### src/sv/assert_macros.svh
// Assertion helpers shared by rfp_divider and rfp_ctrl.
`ifndef ASSERT_MACROS_SVH
`define ASSERT_MACROS_SVH

`ifndef SYNTH
// Check that a property holds at every rising clock edge outside reset.
`define ASSERT_PROP(lbl, clk, rst, prop) \
   lbl: assert property (@(posedge clk) disable iff (rst) prop) \
      else $error("assertion failed");
// Check that a condition never holds outside reset.
`define ASSERT_NEVER(lbl, clk, rst, cond) \
   lbl: assert property (@(posedge clk) disable iff (rst) !(cond)) \
      else $error("forbidden condition seen");
`else
`define ASSERT_PROP(lbl, clk, rst, prop)
`define ASSERT_NEVER(lbl, clk, rst, cond)
`endif

`endif

### src/sv/rfp_pkg.sv
`default_nettype none

package rfp_pkg;

   localparam int BYTES_W          = 13;
   localparam int HDR_W            = 7;
   localparam int BLOCK_W          = 16;
   localparam int SEQ_W            = 16;
   localparam int PART_W           = BYTES_W + 1;
   localparam int MAX_PACKET_BYTES = 8192;
   localparam int MIN_BLOCK_SIZE   = 200;
   localparam int BLOCK_SIZE_RESET = 1400;
   localparam int MAX_RESULTS      = 64;
   localparam int RES_CNT_W        = 6;
   localparam int DIV_STEPS        = BYTES_W;
   localparam int DIV_CNT_W        = 4;

   // FU position codes
   localparam logic [1:0] POS_START  = 2'd0;
   localparam logic [1:0] POS_MIDDLE = 2'd1;
   localparam logic [1:0] POS_END    = 2'd2;

   // Codec codes
   localparam logic [1:0] CODEC_H264 = 2'd0;
   localparam logic [1:0] CODEC_H265 = 2'd1;

   typedef struct packed {
      logic [BYTES_W-1:0] packet_size;
      logic [HDR_W-1:0]   header_size;
      logic [BYTES_W-1:0] payload_length;
      logic [1:0]         codec;
      logic               is_fu_unit;
      logic [1:0]         fu_position_in;
   } req_type;

   typedef struct packed {
      logic [SEQ_W-1:0]   sequence_number;
      logic [BYTES_W-1:0] byte_offset;
      logic [BYTES_W-1:0] data_length;
      logic               is_fragment;
      logic [1:0]         fu_position_out;
      logic               last;
   } rsp_type;

   typedef struct packed {
      logic               start;
      logic [BYTES_W-1:0] dividend;
      logic [BLOCK_W-1:0] divisor;
   } div_req_type;

   typedef struct packed {
      logic               done;
      logic [BYTES_W-1:0] quotient;
   } div_rsp_type;

   typedef enum logic [1:0] {
      ST_IDLE,
      ST_DIV_PARTS,
      ST_DIV_SIZE,
      ST_EMIT
   } state_type;

   // Clamp a byte count to MAX_PACKET_BYTES - 1
   function automatic logic [BYTES_W-1:0] sat_bytes(input logic [BYTES_W-1:0] v);
      logic [BYTES_W:0] top;
      top = (BYTES_W+1)'(MAX_PACKET_BYTES - 1);
      if ({1'b0, v} > top) begin
         return top[BYTES_W-1:0];
      end
      return v;
   endfunction

endpackage

`default_nettype wire

### src/sv/rfp_divider.sv
`default_nettype none
`include "assert_macros.svh"

module rfp_divider
   import rfp_pkg::*;
(
   input  wire logic        clock,
   input  wire logic        reset,
   input  wire div_req_type div_req,
   output div_rsp_type      div_rsp
);

   logic                 busy_ff, busy_in;
   logic                 done_ff, done_in;
   logic [DIV_CNT_W-1:0] cnt_ff, cnt_in;
   logic [BLOCK_W-1:0]   rem_ff, rem_in;
   logic [BYTES_W-1:0]   quo_ff, quo_in;
   logic [BLOCK_W-1:0]   divisor_ff, divisor_in;

   logic [BLOCK_W:0]     trial;
   logic                 ge;

   // One restoring step: shift in the next dividend bit, subtract if it fits
   always_comb begin
      trial = {rem_ff, quo_ff[BYTES_W-1]};
      ge    = trial >= {1'b0, divisor_ff};
   end

   always_comb begin
      busy_in    = busy_ff;
      cnt_in     = cnt_ff;
      rem_in     = rem_ff;
      quo_in     = quo_ff;
      divisor_in = divisor_ff;
      done_in    = 1'b0;
      if (div_req.start) begin
         busy_in    = 1'b1;
         cnt_in     = DIV_CNT_W'(DIV_STEPS - 1);
         rem_in     = '0;
         quo_in     = div_req.dividend;
         divisor_in = div_req.divisor;
      end else if (busy_ff) begin
         rem_in = ge ? BLOCK_W'(trial - {1'b0, divisor_ff}) : trial[BLOCK_W-1:0];
         quo_in = {quo_ff[BYTES_W-2:0], ge};
         cnt_in = cnt_ff - DIV_CNT_W'(1);
         if (cnt_ff == '0) begin
            busy_in = 1'b0;
            done_in = 1'b1;
         end
      end
   end

   always_ff @(posedge clock) begin
      if (reset) begin
         busy_ff <= 1'b0;
         done_ff <= 1'b0;
         cnt_ff  <= '0;
      end else begin
         busy_ff <= busy_in;
         done_ff <= done_in;
         cnt_ff  <= cnt_in;
      end
      rem_ff     <= rem_in;
      quo_ff     <= quo_in;
      divisor_ff <= divisor_in;
   end

   assign div_rsp.done     = done_ff;
   assign div_rsp.quotient = quo_ff;

   `ASSERT_NEVER(a_start_while_busy, clock, reset, div_req.start && busy_ff)
   `ASSERT_NEVER(a_done_while_busy, clock, reset, done_ff && busy_ff)
   `ASSERT_PROP(a_done_after_last_step, clock, reset,
      (busy_ff && cnt_ff == '0 && !div_req.start) |=> done_ff)
   `ASSERT_PROP(a_zero_divisor, clock, reset,
      div_req.start |-> (div_req.divisor != '0))

endmodule

`default_nettype wire

### src/sv/rfp_ctrl.sv
`default_nettype none
`include "assert_macros.svh"

module rfp_ctrl
   import rfp_pkg::*;
(
   input  wire logic               clock,
   input  wire logic               reset,
   input  wire logic [BLOCK_W-1:0] block_size,
   input  wire logic               req_valid,
   output logic                    req_stall,
   input  wire req_type            req_data,
   input  wire logic               out_free,
   output logic                    emit_valid,
   output rsp_type                 emit_data,
   output div_req_type             div_req,
   input  wire div_rsp_type        div_rsp
);

   state_type            state_ff, state_in;
   logic [BYTES_W-1:0]   psz_ff, psz_in;
   logic [HDR_W-1:0]     hdr_ff, hdr_in;
   logic [BYTES_W-1:0]   pay_ff, pay_in;
   logic [1:0]           src_ff, src_in;
   logic                 split_ff, split_in;
   logic [BYTES_W-1:0]   off_ff, off_in;
   logic [PART_W-1:0]    part_ff, part_in;
   logic [RES_CNT_W-1:0] n_ff, n_in;
   logic [SEQ_W-1:0]     seq_ff, seq_in;

   logic                 accept;
   logic [BYTES_W-1:0]   psz_w;
   logic [BYTES_W-1:0]   pay_w;
   logic [1:0]           src_w;
   logic                 split_w;
   logic                 split_go;
   logic [BLOCK_W-1:0]   opt_w;
   logic [PART_W-1:0]    quo_plus;
   logic [BYTES_W-1:0]   rem_len;
   logic                 reach_end;
   logic [BYTES_W-1:0]   len_w;
   logic [1:0]           pos_w;
   logic                 last_w;
   logic                 do_emit;

   // Decode the incoming request
   always_comb begin
      accept   = (state_ff == ST_IDLE) && req_valid;
      psz_w    = sat_bytes(req_data.packet_size);
      pay_w    = sat_bytes(req_data.payload_length);
      src_w    = (req_data.fu_position_in == POS_START ||
                  req_data.fu_position_in == POS_END) ? req_data.fu_position_in : POS_MIDDLE;
      split_w  = ({3'b0, psz_w} > block_size) && req_data.is_fu_unit &&
                 (req_data.codec == CODEC_H264 || req_data.codec == CODEC_H265);
      split_go = split_w && ({6'b0, req_data.header_size} < psz_w);
      opt_w    = block_size - {9'b0, req_data.header_size};
      quo_plus = {1'b0, div_rsp.quotient} + PART_W'(1);
   end

   // Slice arithmetic for the current fragment
   always_comb begin
      rem_len   = psz_ff - off_ff;
      reach_end = part_ff >= {1'b0, rem_len};
      len_w     = reach_end ? rem_len : part_ff[BYTES_W-1:0];
      if (off_ff == {6'b0, hdr_ff} && src_ff == POS_START) begin
         pos_w = POS_START;
      end else if (reach_end && src_ff == POS_END) begin
         pos_w = POS_END;
      end else begin
         pos_w = POS_MIDDLE;
      end
      last_w  = reach_end || (n_ff == RES_CNT_W'(MAX_RESULTS - 1));
      do_emit = (state_ff == ST_EMIT) && out_free;
   end

   // Next state
   always_comb begin
      state_in = state_ff;
      case (state_ff)
         ST_IDLE: begin
            if (accept && psz_w != '0) begin
               if (!split_w) begin
                  state_in = ST_EMIT;
               end else if (split_go) begin
                  state_in = ST_DIV_PARTS;
               end
            end
         end
         ST_DIV_PARTS: begin
            if (div_rsp.done) begin
               state_in = ST_DIV_SIZE;
            end
         end
         ST_DIV_SIZE: begin
            if (div_rsp.done) begin
               state_in = ST_EMIT;
            end
         end
         ST_EMIT: begin
            if (do_emit && (!split_ff || last_w)) begin
               state_in = ST_IDLE;
            end
         end
         default: state_in = ST_IDLE;
      endcase
   end

   // Outputs: handshake, divider requests and the descriptor
   always_comb begin
      req_stall        = (state_ff != ST_IDLE);
      div_req.start    = 1'b0;
      div_req.dividend = pay_w;
      div_req.divisor  = opt_w;
      case (state_ff)
         ST_IDLE: begin
            div_req.start = accept && split_go;
         end
         ST_DIV_PARTS: begin
            div_req.start    = div_rsp.done;
            div_req.dividend = pay_ff;
            div_req.divisor  = {2'b0, quo_plus};
         end
         default: begin
            div_req.start = 1'b0;
         end
      endcase
      emit_valid                = do_emit;
      emit_data.sequence_number = seq_ff + SEQ_W'(1);
      if (split_ff) begin
         emit_data.byte_offset     = off_ff;
         emit_data.data_length     = len_w;
         emit_data.is_fragment     = 1'b1;
         emit_data.fu_position_out = pos_w;
         emit_data.last            = last_w;
      end else begin
         emit_data.byte_offset     = '0;
         emit_data.data_length     = psz_ff;
         emit_data.is_fragment     = 1'b0;
         emit_data.fu_position_out = src_ff;
         emit_data.last            = 1'b1;
      end
   end

   // Datapath register updates
   always_comb begin
      psz_in   = psz_ff;
      hdr_in   = hdr_ff;
      pay_in   = pay_ff;
      src_in   = src_ff;
      split_in = split_ff;
      off_in   = off_ff;
      part_in  = part_ff;
      n_in     = n_ff;
      seq_in   = seq_ff;
      if (accept) begin
         psz_in   = psz_w;
         hdr_in   = req_data.header_size;
         pay_in   = pay_w;
         src_in   = src_w;
         split_in = split_w;
      end
      if (state_ff == ST_DIV_SIZE && div_rsp.done) begin
         part_in = quo_plus;
         off_in  = {6'b0, hdr_ff};
         n_in    = '0;
      end
      if (do_emit) begin
         seq_in = seq_ff + SEQ_W'(1);
         off_in = off_ff + len_w;
         n_in   = n_ff + RES_CNT_W'(1);
      end
   end

   always_ff @(posedge clock) begin
      if (reset) begin
         state_ff <= ST_IDLE;
         seq_ff   <= '0;
      end else begin
         state_ff <= state_in;
         seq_ff   <= seq_in;
      end
      psz_ff   <= psz_in;
      hdr_ff   <= hdr_in;
      pay_ff   <= pay_in;
      src_ff   <= src_in;
      split_ff <= split_in;
      off_ff   <= off_in;
      part_ff  <= part_in;
      n_ff     <= n_in;
   end

   `ASSERT_PROP(a_done_only_when_waiting, clock, reset,
      div_rsp.done |-> (state_ff == ST_DIV_PARTS || state_ff == ST_DIV_SIZE))
   `ASSERT_PROP(a_slice_inside_packet, clock, reset,
      (state_ff == ST_EMIT && split_ff) |-> (off_ff < psz_ff && part_ff != '0))
   `ASSERT_PROP(a_seq_advances, clock, reset,
      do_emit |=> (seq_ff == $past(seq_ff) + SEQ_W'(1)))
   `ASSERT_PROP(a_emit_needs_room, clock, reset, emit_valid |-> out_free)

endmodule

`default_nettype wire

### src/sv/rtp_fu_refragment_planner.sv
// RTP FU re-fragmentation planner.
// Requests arrive on req_valid/req_stall/req_data, one packet descriptor each.
// Each non-empty packet, but for the case below, yields one or more datagram
// descriptors on rsp_valid/rsp_stall/rsp_data; the last one of a packet
// carries last = 1. An H.264/H.265 FU packet larger than block_size is split
// into slices of equal size (last slice clamped), at most 64 per packet, but
// yields none if its header_size is not below its size; others go out whole.
// block_size is written through csr_valid/csr_ready/csr_data; the user must
// write it only while idle, which the block itself does not enforce;
// csr_ready is always high and writes below 200 store 200. A split packet
// runs two 13-step divisions on the shared serial divider and then emits its
// fragments, one fragment per cycle while rsp is not stalled. req_stall is
// high from acceptance until the last descriptor of the packet has entered
// the output register. A stalled rsp holds its descriptor, and fragment
// emission waits. Reset (synchronous) clears the sequence counter to zero
// (the first datagram carries 1) and sets block_size to 1400.
`default_nettype none

module rtp_fu_refragment_planner
   import rfp_pkg::*;
(
   input  wire logic               clock,
   input  wire logic               reset,
   input  wire logic               req_valid,
   output logic                    req_stall,
   input  wire req_type            req_data,
   output logic                    rsp_valid,
   input  wire logic               rsp_stall,
   output rsp_type                 rsp_data,
   input  wire logic               csr_valid,
   output logic                    csr_ready,
   input  wire logic [BLOCK_W-1:0] csr_data
);

   logic [BLOCK_W-1:0] block_size_ff, block_size_in;
   logic               rsp_valid_ff, rsp_valid_in;
   rsp_type            rsp_data_ff, rsp_data_in;

   logic               out_free;
   logic               emit_valid;
   rsp_type            emit_data;
   div_req_type        div_req;
   div_rsp_type        div_rsp;

   // Raise small block sizes to the floor
   always_comb begin
      csr_ready     = 1'b1;
      block_size_in = block_size_ff;
      if (csr_valid) begin
         block_size_in = (csr_data < BLOCK_W'(MIN_BLOCK_SIZE)) ?
                         BLOCK_W'(MIN_BLOCK_SIZE) : csr_data;
      end
   end

   // Output register: load on emit, drop once taken
   always_comb begin
      out_free     = !rsp_valid_ff || !rsp_stall;
      rsp_valid_in = rsp_valid_ff;
      rsp_data_in  = rsp_data_ff;
      if (emit_valid) begin
         rsp_valid_in = 1'b1;
         rsp_data_in  = emit_data;
      end else if (!rsp_stall) begin
         rsp_valid_in = 1'b0;
      end
   end

   always_ff @(posedge clock) begin
      if (reset) begin
         block_size_ff <= BLOCK_W'(BLOCK_SIZE_RESET);
         rsp_valid_ff  <= 1'b0;
      end else begin
         block_size_ff <= block_size_in;
         rsp_valid_ff  <= rsp_valid_in;
      end
      rsp_data_ff <= rsp_data_in;
   end

   assign rsp_valid = rsp_valid_ff;
   assign rsp_data  = rsp_data_ff;

   rfp_ctrl u_ctrl (
      .clock      (clock),
      .reset      (reset),
      .block_size (block_size_ff),
      .req_valid  (req_valid),
      .req_stall  (req_stall),
      .req_data   (req_data),
      .out_free   (out_free),
      .emit_valid (emit_valid),
      .emit_data  (emit_data),
      .div_req    (div_req),
      .div_rsp    (div_rsp)
   );

   rfp_divider u_divider (
      .clock   (clock),
      .reset   (reset),
      .div_req (div_req),
      .div_rsp (div_rsp)
   );

endmodule

`default_nettype wire
### config.mk
export PLATFORM = sky130hd
export DESIGN_NAME = rtp_fu_refragment_planner
export DESIGN_NICKNAME = d
export VERILOG_FILES = /design/src/sv/rfp_pkg.sv /design/src/sv/rfp_divider.sv /design/src/sv/rfp_ctrl.sv /design/src/sv/rtp_fu_refragment_planner.sv
export VERILOG_INCLUDE_DIRS = /design/src /design/src/sv
export SDC_FILE = /design/constraint.sdc
export NUM_CORES = 1
export LEC_CHECK = 0
export BUFFER_PORTS_ARGS = -buffer_cell sky130_fd_sc_hd__buf_2
export CAP_MARGIN = 40
export CORE_MARGIN = 2
export CORE_UTILIZATION = 46
export CTS_BUF_LIST = sky130_fd_sc_hd__clkbuf_8 sky130_fd_sc_hd__clkbuf_16
export DETAILED_ROUTE_END_ITERATION = 10
export GPL_ROUTABILITY_DRIVEN = 0
export HOLD_SLACK_MARGIN = 0.03
export PLACE_DENSITY_LB_ADDON = 0.25
export SLEW_MARGIN = 20
export SYNTH_ARGS = -nofsm -noshare
export SYNTH_HDL_FRONTEND = slang
export SYNTH_SLANG_ARGS = --single-unit
### constraint.sdc
create_clock -name clock -period 7.6 [get_ports clock]
set_input_delay 0.38 -clock clock [delete_from_list [all_inputs] [get_ports clock]]
set_output_delay 0.38 -clock clock [all_outputs]
set_load 0.01 [all_outputs]
==> results of run 1 <==
==> synth_stat cells, drive strengths merged (5+ instances only) <==
| cell | number |
|---|---|
| edfxtp | 144 |
| nor2 | 119 |
| inv | 93 |
| ha | 89 |
| nand2 | 82 |
| dfxtp | 57 |
| o21ai | 47 |
| xnor2 | 41 |
| a21oi | 39 |
| nand3 | 34 |
| xor2 | 34 |
| mux2 | 30 |
| mux2i | 27 |
| clkbuf | 25 |
| nor3 | 23 |
| o21a | 23 |
| a211oi | 17 |
| a31oi | 16 |
| a21o | 13 |
| buf | 13 |
| nor4 | 12 |
| nand4 | 11 |
| or3 | 11 |
| nor2b | 10 |
| o31ai | 9 |
| or2 | 9 |
| and3 | 8 |
| o211ai | 8 |
| a311oi | 7 |
| and2 | 6 |
| nand2b | 6 |
| or4 | 6 |
| o31a | 5 |
==> critical path: cells and delay by family, from the launching register on <==
family	cells	cell delay, ps
buf+inv	2	270
flops	1	430
compound gates	13	3700
simple gates	4	560
fa+ha+maj	3	820
xor+xnor	1	150
mux	1	120
==> layer usage <==
layer	vias to the layer above	share of wire, %
met5	-	0
met4	0	2.5
met3	39	4.6
met2	223	45
met1	4086	48
li1	4313	-
==> metrics by stage <==
step / hold slack, ps / total power [W] / cell area (µm²) / worst slack, ps
floorplan: 445 / 0.00267 / 11700 / 2150
finish: 69.8 / 0.00407 / 13300 / 1300
CTS: 48.5 / 0.00410 / 13300 / 1350
global route: 65.0 / 0.00434 / 13300 / 725
detailed placement: 467 / 0.00302 / 12600 / 1370
global placement: 460 / 0.00298 / 12500 / 1450
==> power by group through the flow <==
stage	combinational [W]	sequential (W)	clock, W
after floorplan	0.00119	0.00148	0
after global placement	0.00150	0.00148	0
after detailed placement	0.00154	0.00149	0
after CTS	0.00155	0.00146	0.00108
after global routing	0.00174	0.00148	0.00112
final	0.00155	0.00147	0.00106
==> layout make-up <==
class,count,share of cell area (%)
Sequential cell,201,41.1
Multi-Input combinational cell,800,42.9
Clock buffer,24,4.43
Tap cell,330,3.11
Timing Repair Buffer,116,4.72
Inverter,95,2.68
Clock inverter,17,1.01
==> flip-flops by register name, indices dropped and copies added (netlist names) <==
| name | cells |
|---|---|
| rsp_valid | 1 |
| u_ctrl.off_ff | 13 |
| u_ctrl.n_ff | 6 |
| u_ctrl.part_ff | 14 |
| u_ctrl.hdr_ff | 7 |
| block_size_ff | 16 |
| rsp_data | 46 |
| u_divider.done_ff | 1 |
| u_divider.cnt_ff | 4 |
| u_ctrl.state_ff | 2 |
| u_ctrl.pay_ff | 13 |
| u_divider.quo_ff | 13 |
| u_divider.rem_ff | 16 |
| u_divider.divisor_ff | 16 |
| u_divider.busy_ff | 1 |
| u_ctrl.src_ff | 2 |
| u_ctrl.split_ff | 1 |
| u_ctrl.psz_ff | 13 |
| u_ctrl.seq_ff | 16 |
==> final timing paths <==
kind | start | endpoint | slack, ps | cells after the start
max | u_ctrl.off_ff[1] | u_ctrl.off_ff[11] | 1300 | 24
max reg2reg | u_ctrl.off_ff[1] | u_ctrl.off_ff[11] | 1300 | 24
min reg2reg | u_ctrl.seq_ff[1] | u_ctrl.seq_ff[1] | 480 | 2
min | req_data[12] | u_ctrl.pay_ff[7] | 70 | 1
==> cells by family (layout without fill, tap and decap cells) <==
kind of cell	Yosys count	after routing	synth area share (%)
AND/OR/NAND/NOR	349	349	14.1
adder cells (fa/ha/maj)	93	93	10.2
XOR/XNOR	75	75	5.61
buffers and inverters	133	252	4.67
flip-flops	201	201	46.6
other	1	1	0.0320
multiplexers	57	57	5.29
AO/OA/AOI/OAI	225	225	13.4
==> flow_summary.yaml, run 1 <==
clock_network:
  htree_levels: 1
  cts.reportedPaths.clkPinSlew_ps: 60
  clk_latency_ps: 510
  cts_tree: "built"
  tritoncts_num_sinks: 201
  cts_buffer_count: 23
  clockBufferDepth: 3
  clock-root-buffer: "sky130_fd_sc_hd__clkbuf_16"
  postCtsHoldBufs: 0
  ctsResizeCount: 0
  post_cts_buffers: 0
hold_path:
  hold_path_class: "in2reg"
finish:
  stdcell_count: 1583
  final_common_cell: "sky130_fd_sc_hd__edfxtp_1"
  final_net_count: 1389
  fillerInstances: 2255
  diodes: 0
  area.sequential_mm2: 0.00547
  multiInputGateArea_mm2: 0.00571
  final_cell_mix: "sky130_fd_sc_hd__edfxtp_1, sky130_fd_sc_hd__nor2_1, sky130_fd_sc_hd__buf_2, sky130_fd_sc_hd__inv_1, sky130_fd_sc_hd__ha_1"
  post_route_cells_drive_above_1_share_pct: 16.4
  post-route-util_pct: 52.9
  area_growth_pct: 13.5
die:
  die_x_um: 164
  io_pins: 108
  placement_rows: 58
  die_height_um: 164
  initial_utilization_pct: 46.7
  floorplan.core_area_mm2: 0.0251
  die_area_mm2: 0.0268
power:
  pwr-share-seq_pct: 36.0
  power.share.switching_pct: 34.6
  pwr-share-comb_pct: 38.0
  vdd.ir_drop.worst_v: 0.000163
  power_switching_w: 0.00141
  power.internal_w: 0.00266
  power_leakage_nw: 5.42
  power_frac_clock_pct: 26.0
  power.density_cell_area_mw_per_mm2: 306
route:
  detail_route.drc_violations: 0
  detail_route.vias_per_cell: 5.47
  postRouteAntennaNets: 0
  route.vias.total: 8661
  route.final.wire_length_um: 26000
  first_pass_iters: 4
  wire_per_inst_um: 16.4
  dr.first_iter.drc_count: 533
yosys:
  ys_types: 78
  synth_largest_area_cell: "sky130_fd_sc_hd__edfxtp_1"
  synth_flop_cell: "sky130_fd_sc_hd__edfxtp_1"
  postSynthAreaPerCell_um2: 10.3
  synth_enable_flop_cells: 144
  ys_seq_elements: 201
  yosys-top-cells-area: "sky130_fd_sc_hd__edfxtp_1, sky130_fd_sc_hd__dfxtp_1, sky130_fd_sc_hd__ha_1"
  syn-instance-count: 1134
  synth_area_mm2: 0.0117
  syn_nets: 1286
  postSynth.asyncResetShare_pct: 0
  synth_top_cell_area_share_pct: 36.9
  synth.yosys.seq_area_share_pct: 46.6
  ys_warn_count: 0
sta:
  share_of_the_clock_period_used_by_the_worst_path_pct: 82.9
  fin_skew_ps: 16.0
  tightest_slew_ps: 724
  final_slew_violations: 0
  relSlewSlack_pct: 51.7
  setup_viol: 0
  rsz0062_at_grt: "false"
  setup-tns-final_ps: 0
  max_freq_ghz: 0.159
  final_hold_viol_count: 0
  period_needed_ps: 6300
critical_path:
  crit_path_max_incr_delay_ps: 590
  slowest_cell_on_the_critical_path: "sky130_fd_sc_hd__o21a_1"
  crit_path_cell_trace: "inv_1, ha_1, nor2b_1, o21a_1, o21ai_0, a211oi_1, o211ai_1, nand2_1, xnor2_1, ha_1, and3_1, a2111oi_0, o21a_1, nor2_1, a21oi_1, inv_1, ha_1, a21o_1, a21oi_1, o21a_1, o21ai_0, a311oi_1, o21bai_1, mux2i_1"
  arrival_ps: 6560
  worstSetupEndpointType: "flop"
  timing.critical_path.required_ps: 7860
  critical_path_class: "reg2reg"
  path_max_fanout: 14
  startpoint_type: "flop"
placement:
  io_buffers: 105
  dpl.hpwl_um: 19400
  placed_cells_incl_taps: 1542
global_route:
  grt_overflow_total: 0
  globalRouteMet1Util_pct: 28.7
  initial_antenna_violation_count: 0
  largest_net_degree_at_the_start_of_global_routing: 53
  first_pass_grt_wire_length_um: 42400
  most_utilized_layer_in_the_global_route_result: "met2"
  groute.layer.met2.usage_pct: 31.6
  via_count_of_the_first_global_routing_pass: 8190
  globalRouteMet3Util_pct: 2.06
  grtUsageTotal_pct: 19.8
outcome:
  run_status: "finished clean"
run:
  cap_viol_max_count: 0
Power figures use the tool's default switching activity.
==> inputs of run 2 (changes only) <==
==> constraint.sdc (replaced) <==
create_clock -name clock -period 5.77 [get_ports clock]
set_input_delay 0.2885 -clock clock [delete_from_list [all_inputs] [get_ports clock]]
set_output_delay 0.2885 -clock clock [all_outputs]
set_load 0.01 [all_outputs]
==> run 2 against run 1 <==
Compared with the run above: sequential share of layout area is 1.4 points lower; wire length is 3.0% higher; cell count is 2.8% higher; clock power is 34% higher; global-route usage is 0.26 points higher; first-iteration DRC count is 3.6% higher; non-clock buffer count is 46 higher; register-to-register slack worse by 950 ps; count of clock-buffer cells in the layout is 6 higher; combinational power is 35% higher; setup slack worse by 950 ps; design area is 3.6% higher.
==> flow_summary.yaml, run 2 (synthesis results as in run 1) <==
outcome:
  run_status: "finished clean"
clock_network:
  cts.reportedPaths.clkPinSlew_ps: 60
  htree_levels: 1
  cts_buffer_count: 22
  tritoncts_num_sinks: 201
  clockBufferDepth: 3
  cts_tree: "built"
  clk_latency_ps: 510
  clock-root-buffer: "sky130_fd_sc_hd__clkbuf_16"
  post_cts_buffers: 0
power:
  power_frac_clock_pct: 26.1
  vdd.ir_drop.worst_v: 0.000241
  pwr-share-comb_pct: 38.5
  pwr-share-seq_pct: 35.4
  power.internal_w: 0.00358
  power.density_cell_area_mw_per_mm2: 395
  power_leakage_nw: 5.63
  power_switching_w: 0.00186
  power.share.switching_pct: 34.2
critical_path:
  slowest_cell_on_the_critical_path: "sky130_fd_sc_hd__fa_1"
  arrival_ps: 5770
  rr_worst_depth: 25
  path_max_fanout: 3
  worstSetupEndpointType: "flop"
  critical_path_class: "reg2reg"
  combined_buffer_and_inverter_count_along_the_critical_path: 4
  timing.critical_path.required_ps: 6120
  path_delay_family: "compound AO/OA/AOI/OAI gates"
  timing.critical_path.depth: 25
  startpoint_type: "flop"
  crit_path_max_incr_delay_ps: 430
finish:
  stdcell_count: 1628
  fillerInstances: 2223
  area_growth_pct: 17.5
  post_route_cells_drive_above_1_share_pct: 17.2
  diodes: 0
  final_common_cell: "sky130_fd_sc_hd__edfxtp_1"
  final_cell_mix: "sky130_fd_sc_hd__edfxtp_1, sky130_fd_sc_hd__nor2_1, sky130_fd_sc_hd__buf_2, sky130_fd_sc_hd__inv_1, sky130_fd_sc_hd__ha_1"
  largest_register_ffs: 46
  final_net_count: 1434
die:
  placement_rows: 58
  die_area_mm2: 0.0268
  floorplan.core_area_mm2: 0.0251
  initial_utilization_pct: 46.7
  die_height_um: 164
  io_pins: 108
  die_x_um: 164
global_route:
  via_count_of_the_first_global_routing_pass: 8450
  first_pass_grt_wire_length_um: 42700
  initial_antenna_violation_count: 0
  grt_overflow_total: 0
  grtUsageTotal_pct: 20.1
  largest_net_degree_at_the_start_of_global_routing: 37
run:
  cap_viol_max_count: 0
placement:
  io_buffers: 105
  placed_cells_incl_taps: 1552
  dpl.hpwl_um: 20000
sta:
  final_hold_viol_count: 0
  hold_ws_ps: 41.1
  period_needed_ps: 5420
  final_slew_violations: 0
  share_of_the_clock_period_used_by_the_worst_path_pct: 93.9
  relSlewSlack_pct: 48.7
  setup_viol: 0
  max_freq_ghz: 0.185
  tightest_slew_ps: 770
  fin_skew_ps: 6.00
route:
  first_pass_iters: 5
  wire_per_inst_um: 16.5
  dr.first_iter.drc_count: 552
  detail_route.vias_per_cell: 5.42
  postRouteAntennaNets: 0
  route.vias.total: 8821
  route.final.wire_length_um: 26800
  detail_route.drc_violations: 0
hold_path:
  timing.hold.worst_path_depth: 1
  hold_path_class: "in2reg"
[run 2: cell count changes in the layout (fill, tap and decap cells not counted), sizes merged]
cell,change
bufinv,-1
clkbuf,+6
clkinvlp,-1
clkinv,-2
buf,+10
inv,-3
dlygate4sd3,+36
[run 2: final timing paths]
kind	endpoint	start	slack, ps
setup / recovery	u_ctrl.off_ff[12]	u_ctrl.psz_ff[0]	350
hold reg to reg	u_divider.rem_ff[15]	u_divider.rem_ff[15]	480
setup reg to reg	u_ctrl.off_ff[12]	u_ctrl.psz_ff[0]	350
hold / removal	u_ctrl.psz_ff[2]	req_data[27]	40
[run 2: power groups by stage]
stage / Combinational [W] / Clock (W) / Sequential [W]
final: 0.00210 / 0.00142 / 0.00193
after detailed placement: 0.00206 / 0 / 0.00196
after global routing: 0.00235 / 0.00150 / 0.00195
after global placement: 0.00201 / 0 / 0.00196
after floorplan: 0.00157 / 0 / 0.00195
after CTS: 0.00209 / 0.00145 / 0.00193
[run 2: worst reg2reg max path, stage by stage (launching register included)]
cell	delay (ps)
sky130_fd_sc_hd__edfxtp_1	350
sky130_fd_sc_hd__inv_1	80
sky130_fd_sc_hd__ha_1	160
sky130_fd_sc_hd__inv_1	60
sky130_fd_sc_hd__fa_1	430
sky130_fd_sc_hd__a211oi_2	290
sky130_fd_sc_hd__o21ai_0	200
sky130_fd_sc_hd__nand3_1	150
sky130_fd_sc_hd__a311oi_1	110
sky130_fd_sc_hd__xnor2_1	270
sky130_fd_sc_hd__ha_1	280
sky130_fd_sc_hd__and3_1	160
sky130_fd_sc_hd__a2111oi_1	330
sky130_fd_sc_hd__buf_4	180
sky130_fd_sc_hd__o21ai_1	90
sky130_fd_sc_hd__mux2i_1	230
sky130_fd_sc_hd__ha_1	230
sky130_fd_sc_hd__inv_1	60
sky130_fd_sc_hd__fa_1	420
sky130_fd_sc_hd__nor2b_2	170
sky130_fd_sc_hd__o31ai_1	120
sky130_fd_sc_hd__a211o_1	320
sky130_fd_sc_hd__a311o_1	290
sky130_fd_sc_hd__nand3_1	90
sky130_fd_sc_hd__nand2_1	50
sky130_fd_sc_hd__mux2i_1	140
[run 2: repair_timing]
item,4_1_cts,5_1_grt
hold buffers,35,1
endpoints found under the setup margin,0,8
gates resized for setup,0,6
hold endpoints to repair,35,1
[run 2: layer usage]
| metal | vias up | share of wire (%) | global-route usage, % | wire length (µm) |
|---|---|---|---|---|
| li1 | 4421 | - | - | - |
| met1 | 4160 | 47 | 27.4 | 12600 |
| met2 | 203 | 46 | 33.5 | 12400 |
| met3 | 37 | 4.4 | 2.54 | 1170 |
| met4 | 0 | 2.7 | 6.10 | 726 |
| met5 | - | 0 | 0 | 0 |
[run 2: area by class of cell]
cell class                 instances  area, µm²  share of cell area (%)
tap                              330        413                    3.00
sequential                       201       5470                    39.7
timing repair buffer             162       1060                    7.72
clock buffer                      30        672                    4.88
multi-input combinational        800       5720                    41.6
clock inverter                    10       78.8                   0.572
inverter                          95        357                    2.59
[run 2: stage by stage]
stage | utilization [%] | setup TNS, ps | worst slack, ps | area (µm²) | total power [W]
after floorplan | - | 0 | 324 | 11700 | 0.00352
after global placement | 50.2 | 0 | 325 | 12600 | 0.00396
after detailed placement | 50.4 | 0 | 166 | 12600 | 0.00402
after CTS | 54.8 | 0 | 89.3 | 13700 | 0.00547
after global routing | 54.9 | -0.0160 | -0.0160 | 13800 | 0.00580
final | 54.9 | 0 | 354 | 13800 | 0.00545
==> inputs of run 3 (changes only) <==
--- a/config.mk
+++ b/config.mk
@@ -6,6 +6,7 @@
 export SDC_FILE = /design/constraint.sdc
 export NUM_CORES = 1
 export LEC_CHECK = 0
+export ABC_AREA = 1
 export BUFFER_PORTS_ARGS = -buffer_cell sky130_fd_sc_hd__buf_2
 export CAP_MARGIN = 40
 export CORE_MARGIN = 2
@@ -15,6 +16,7 @@
 export GPL_ROUTABILITY_DRIVEN = 0
 export HOLD_SLACK_MARGIN = 0.03
 export PLACE_DENSITY_LB_ADDON = 0.25
+export REMOVE_ABC_BUFFERS = 1
 export SLEW_MARGIN = 20
 export SYNTH_ARGS = -nofsm -noshare
 export SYNTH_HDL_FRONTEND = slang
==> constraint.sdc (replaced) <==
create_clock -name clock -period 5.77 [get_ports clock]
set_input_delay 0.2885 -clock clock [delete_from_list [all_inputs] [get_ports clock]]
set_output_delay 0.2885 -clock clock [all_outputs]
set_load 0.02 [all_outputs]
==> run 3 against run 2 <==
Compared with the run above: worst hold slack improved by 6.3 ps; via count rose by 12%; count of clock-buffer cells in the layout fell by 3; sequential power barely moved; power fell by 6.5%; critical path type unchanged; clock power barely moved; critical path depth rose by 2; core utilization fell by 1.2 points; first-iteration DRC count rose by 5.4%; synthesized cell count rose by 27%; highest routed layer unchanged.
==> flow_summary.yaml, run 3 <==
route:
  met2RoutedLength_um: 13700
  route.final.wire_length_um: 28800
  dr.max_layer_used: "met4"
  met1_length_um: 13100
  postRouteAntennaNets: 0
  dr.first_iter.drc_count: 582
  detailroute.wirelength.met3_um: 1400
  wire_per_inst_um: 15.0
  first_pass_iters: 5
  detail_route.vias_per_cell: 5.14
  route.vias.total: 9863
  detail_route.drc_violations: 0
clock_network:
  tritoncts_num_sinks: 201
  cts_tree: "built"
  cts.reportedPaths.clkPinSlew_ps: 60
  htree_levels: 1
  clock-root-buffer: "sky130_fd_sc_hd__clkbuf_16"
  clk_latency_ps: 510
  cts_buffer_count: 23
  clockBufferDepth: 3
yosys:
  yosys-top-cells-area: "sky130_fd_sc_hd__edfxtp_1, sky130_fd_sc_hd__nand2_1, sky130_fd_sc_hd__dfxtp_1"
  synth_flop_cell: "sky130_fd_sc_hd__edfxtp_1"
  postSynthAreaPerCell_um2: 8.39
  syn-instance-count: 1440
  ys_warn_count: 0
  synth_area_mm2: 0.0121
  synth_largest_area_cell: "sky130_fd_sc_hd__edfxtp_1"
  post_synth_top_cells: "sky130_fd_sc_hd__nand2_1, sky130_fd_sc_hd__inv_1, sky130_fd_sc_hd__edfxtp_1"
  synth_top_cell_area_share_pct: 35.8
  ys_types: 52
  postSynth.asyncResetShare_pct: 0
  ys_seq_elements: 201
  synth.yosys.seq_area_share_pct: 45.3
  synth_enable_flop_cells: 144
  most_frequent_cell_after_synthesis: "sky130_fd_sc_hd__nand2_1"
placement:
  io_buffers: 105
  dpl.hpwl_um: 21500
sta:
  setup_viol: 0
  fin_skew_ps: 12.2
  share_of_the_clock_period_used_by_the_worst_path_pct: 92.2
  max_freq_ghz: 0.188
  relSlewSlack_pct: 47.6
  period_needed_ps: 5320
  final_hold_viol_count: 0
  final_slew_violations: 0
  tightest_slew_ps: 786
  setup-tns-final_ps: 0
  rsz0062_at_grt: "false"
global_route:
  initial_antenna_violation_count: 0
  first_pass_grt_wire_length_um: 47000
  grt_overflow_total: 0
  largest_net_degree_at_the_start_of_global_routing: 61
  via_count_of_the_first_global_routing_pass: 9415
  grtUsageTotal_pct: 20.7
critical_path:
  arrival_ps: 5580
  timing.critical_path.required_ps: 6030
  path_max_fanout: 16
  worstSetupEndpointType: "flop"
  startpoint_type: "flop"
  critical_path_class: "reg2reg"
hold_path:
  hold_path_class: "in2reg"
power:
  power_leakage_nw: 6.44
  pwr-share-seq_pct: 37.3
  power_frac_clock_pct: 27.6
  pwr-share-comb_pct: 35.1
  power.density_cell_area_mw_per_mm2: 366
  power.share.switching_pct: 36.2
  vdd.ir_drop.worst_v: 0.000261
  power_switching_w: 0.00185
  final_total_power_w: 0.00509
  power.internal_w: 0.00325
die:
  io_pins: 108
  die_x_um: 166
  initial_utilization_pct: 46.6
  die_height_um: 166
  die_area_mm2: 0.0276
  floorplan.core_area_mm2: 0.0259
  placement_rows: 59
finish:
  post_route_cells_drive_above_1_share_pct: 11.8
  diodes: 0
  final_common_cell: "sky130_fd_sc_hd__nand2_1"
  largest_register_ffs: 46
  post-route-util_pct: 53.7
  final_net_count: 1720
  fillerInstances: 2332
  area_growth_pct: 15.2
  final_cell_mix: "sky130_fd_sc_hd__nand2_1, sky130_fd_sc_hd__inv_1, sky130_fd_sc_hd__edfxtp_1, sky130_fd_sc_hd__buf_2, sky130_fd_sc_hd__a21oi_1"
outcome:
  run_status: "finished clean"
run:
  cap_viol_max_count: 0
-- run 3: changes by cell type in the layout (fill, tap and decap cells not counted), sizes merged, moves of 11 or more --
cell    previous run  this run
nand2             82       372
a211oi            17         2
o21ai             47        80
a21oi             39       102
xnor2             41        16
o21a              23         2
nor2             119        93
nand3b             4        23
or3               11         0
mux2              30         0
buf              126       115
nand3             34        92
inv               96       203
mux2i             27         0
-- run 3: metrics by stage --
stage                     hold WS (ps)  setup WS (ps)  instances  area, µm²
after detailed placement           458            587       1849      12900
after CTS                         30.7            549       1915      13900
after floorplan                    358           1320       1402      11900
after global routing              37.5           32.6       1919      13900
after global placement             451            676       1847      12900
final                             47.4            450       1919      13900
-- run 3: cell type report --
type | instances | area (µm²) | share of cell area (%)
repair buffers | 141 | 883 | 6.35
clock buffers | 27 | 631 | 4.53
clock inverters | 14 | 96.3 | 0.692
multi-input cells | 1000 | 5660 | 40.7
well taps | 335 | 419 | 3.01
flip-flops and latches | 201 | 5470 | 39.3
inverters | 201 | 758 | 5.45
-- run 3: per-layer routing --
metal,global-route usage [%],vias up
met5,0,-
met4,4.91,0
met3,2.50,42
met2,35.7,263
met1,27.8,4511
li1,-,5047
-- run 3: timing repair --
action | in CTS | in global routing
endpoints found under the setup margin | 0 | 1
hold buffers | 25 | 1
gates resized for setup | 0 | 1
hold endpoints to repair | 25 | 1
buffers inserted | 0 | 2
-- run 3: path summary, 6_finish.rpt --
check             cells after the start  slack, ps                    to                 start
setup reg to reg                     27        450     u_ctrl.off_ff[11]      u_ctrl.off_ff[1]
hold reg to reg                       2        470  u_divider.rem_ff[15]  u_divider.rem_ff[15]
hold / removal                        1         50      u_ctrl.psz_ff[8]          req_data[33]
setup / recovery                     27        450     u_ctrl.off_ff[11]      u_ctrl.off_ff[1]
-- run 3: kinds of logic (layout without fill, tap and decap cells) --
group | after synthesis | in the layout | synth area share (%)
AOI/OAI and AO/OA | 219 | 219 | 10.0
DFF | 201 | 201 | 45.3
xor gates and xnor gates | 53 | 53 | 3.84
buffers and inverters | 239 | 383 | 7.88
other | 1 | 1 | 0.0310
adders and majority gates | 93 | 93 | 9.88
and+or+nand+nor | 634 | 634 | 23.1
-- run 3: power by group through the flow --
stage / Sequential [W] / Clock (W) / Combinational [W]
finish: 0.00190 / 0.00140 / 0.00179
global route: 0.00192 / 0.00149 / 0.00203
CTS: 0.00190 / 0.00143 / 0.00177
detailed placement: 0.00193 / 0 / 0.00175
global placement: 0.00192 / 0 / 0.00169
floorplan: 0.00196 / 0 / 0.00122
-- run 3: worst max-delay path: stages (launching register included) --
cell                         delay [ps]
sky130_fd_sc_hd__edfxtp_1           390
sky130_fd_sc_hd__inv_1              150
sky130_fd_sc_hd__fa_1               490
sky130_fd_sc_hd__nand3_1            100
sky130_fd_sc_hd__nand2_1            150
sky130_fd_sc_hd__a21oi_1            250
sky130_fd_sc_hd__o21bai_1           110
sky130_fd_sc_hd__xor2_1             160
sky130_fd_sc_hd__ha_1               280
sky130_fd_sc_hd__inv_1               40
sky130_fd_sc_hd__nor3_1             230
sky130_fd_sc_hd__nor2b_1            180
sky130_fd_sc_hd__nand2_1             90
sky130_fd_sc_hd__nand2_2            260
sky130_fd_sc_hd__clkinvlp_4         270
sky130_fd_sc_hd__buf_4              200
sky130_fd_sc_hd__nand2_1             50
sky130_fd_sc_hd__o21ai_1            100
sky130_fd_sc_hd__ha_1               350
sky130_fd_sc_hd__a21oi_1            120
sky130_fd_sc_hd__o21ai_0            240
sky130_fd_sc_hd__nand2_1            100
sky130_fd_sc_hd__nand3_1            140
sky130_fd_sc_hd__nand2_1             70
sky130_fd_sc_hd__nand2_1             70
sky130_fd_sc_hd__a21oi_1             70
sky130_fd_sc_hd__or2_2              270
sky130_fd_sc_hd__and2_1             150
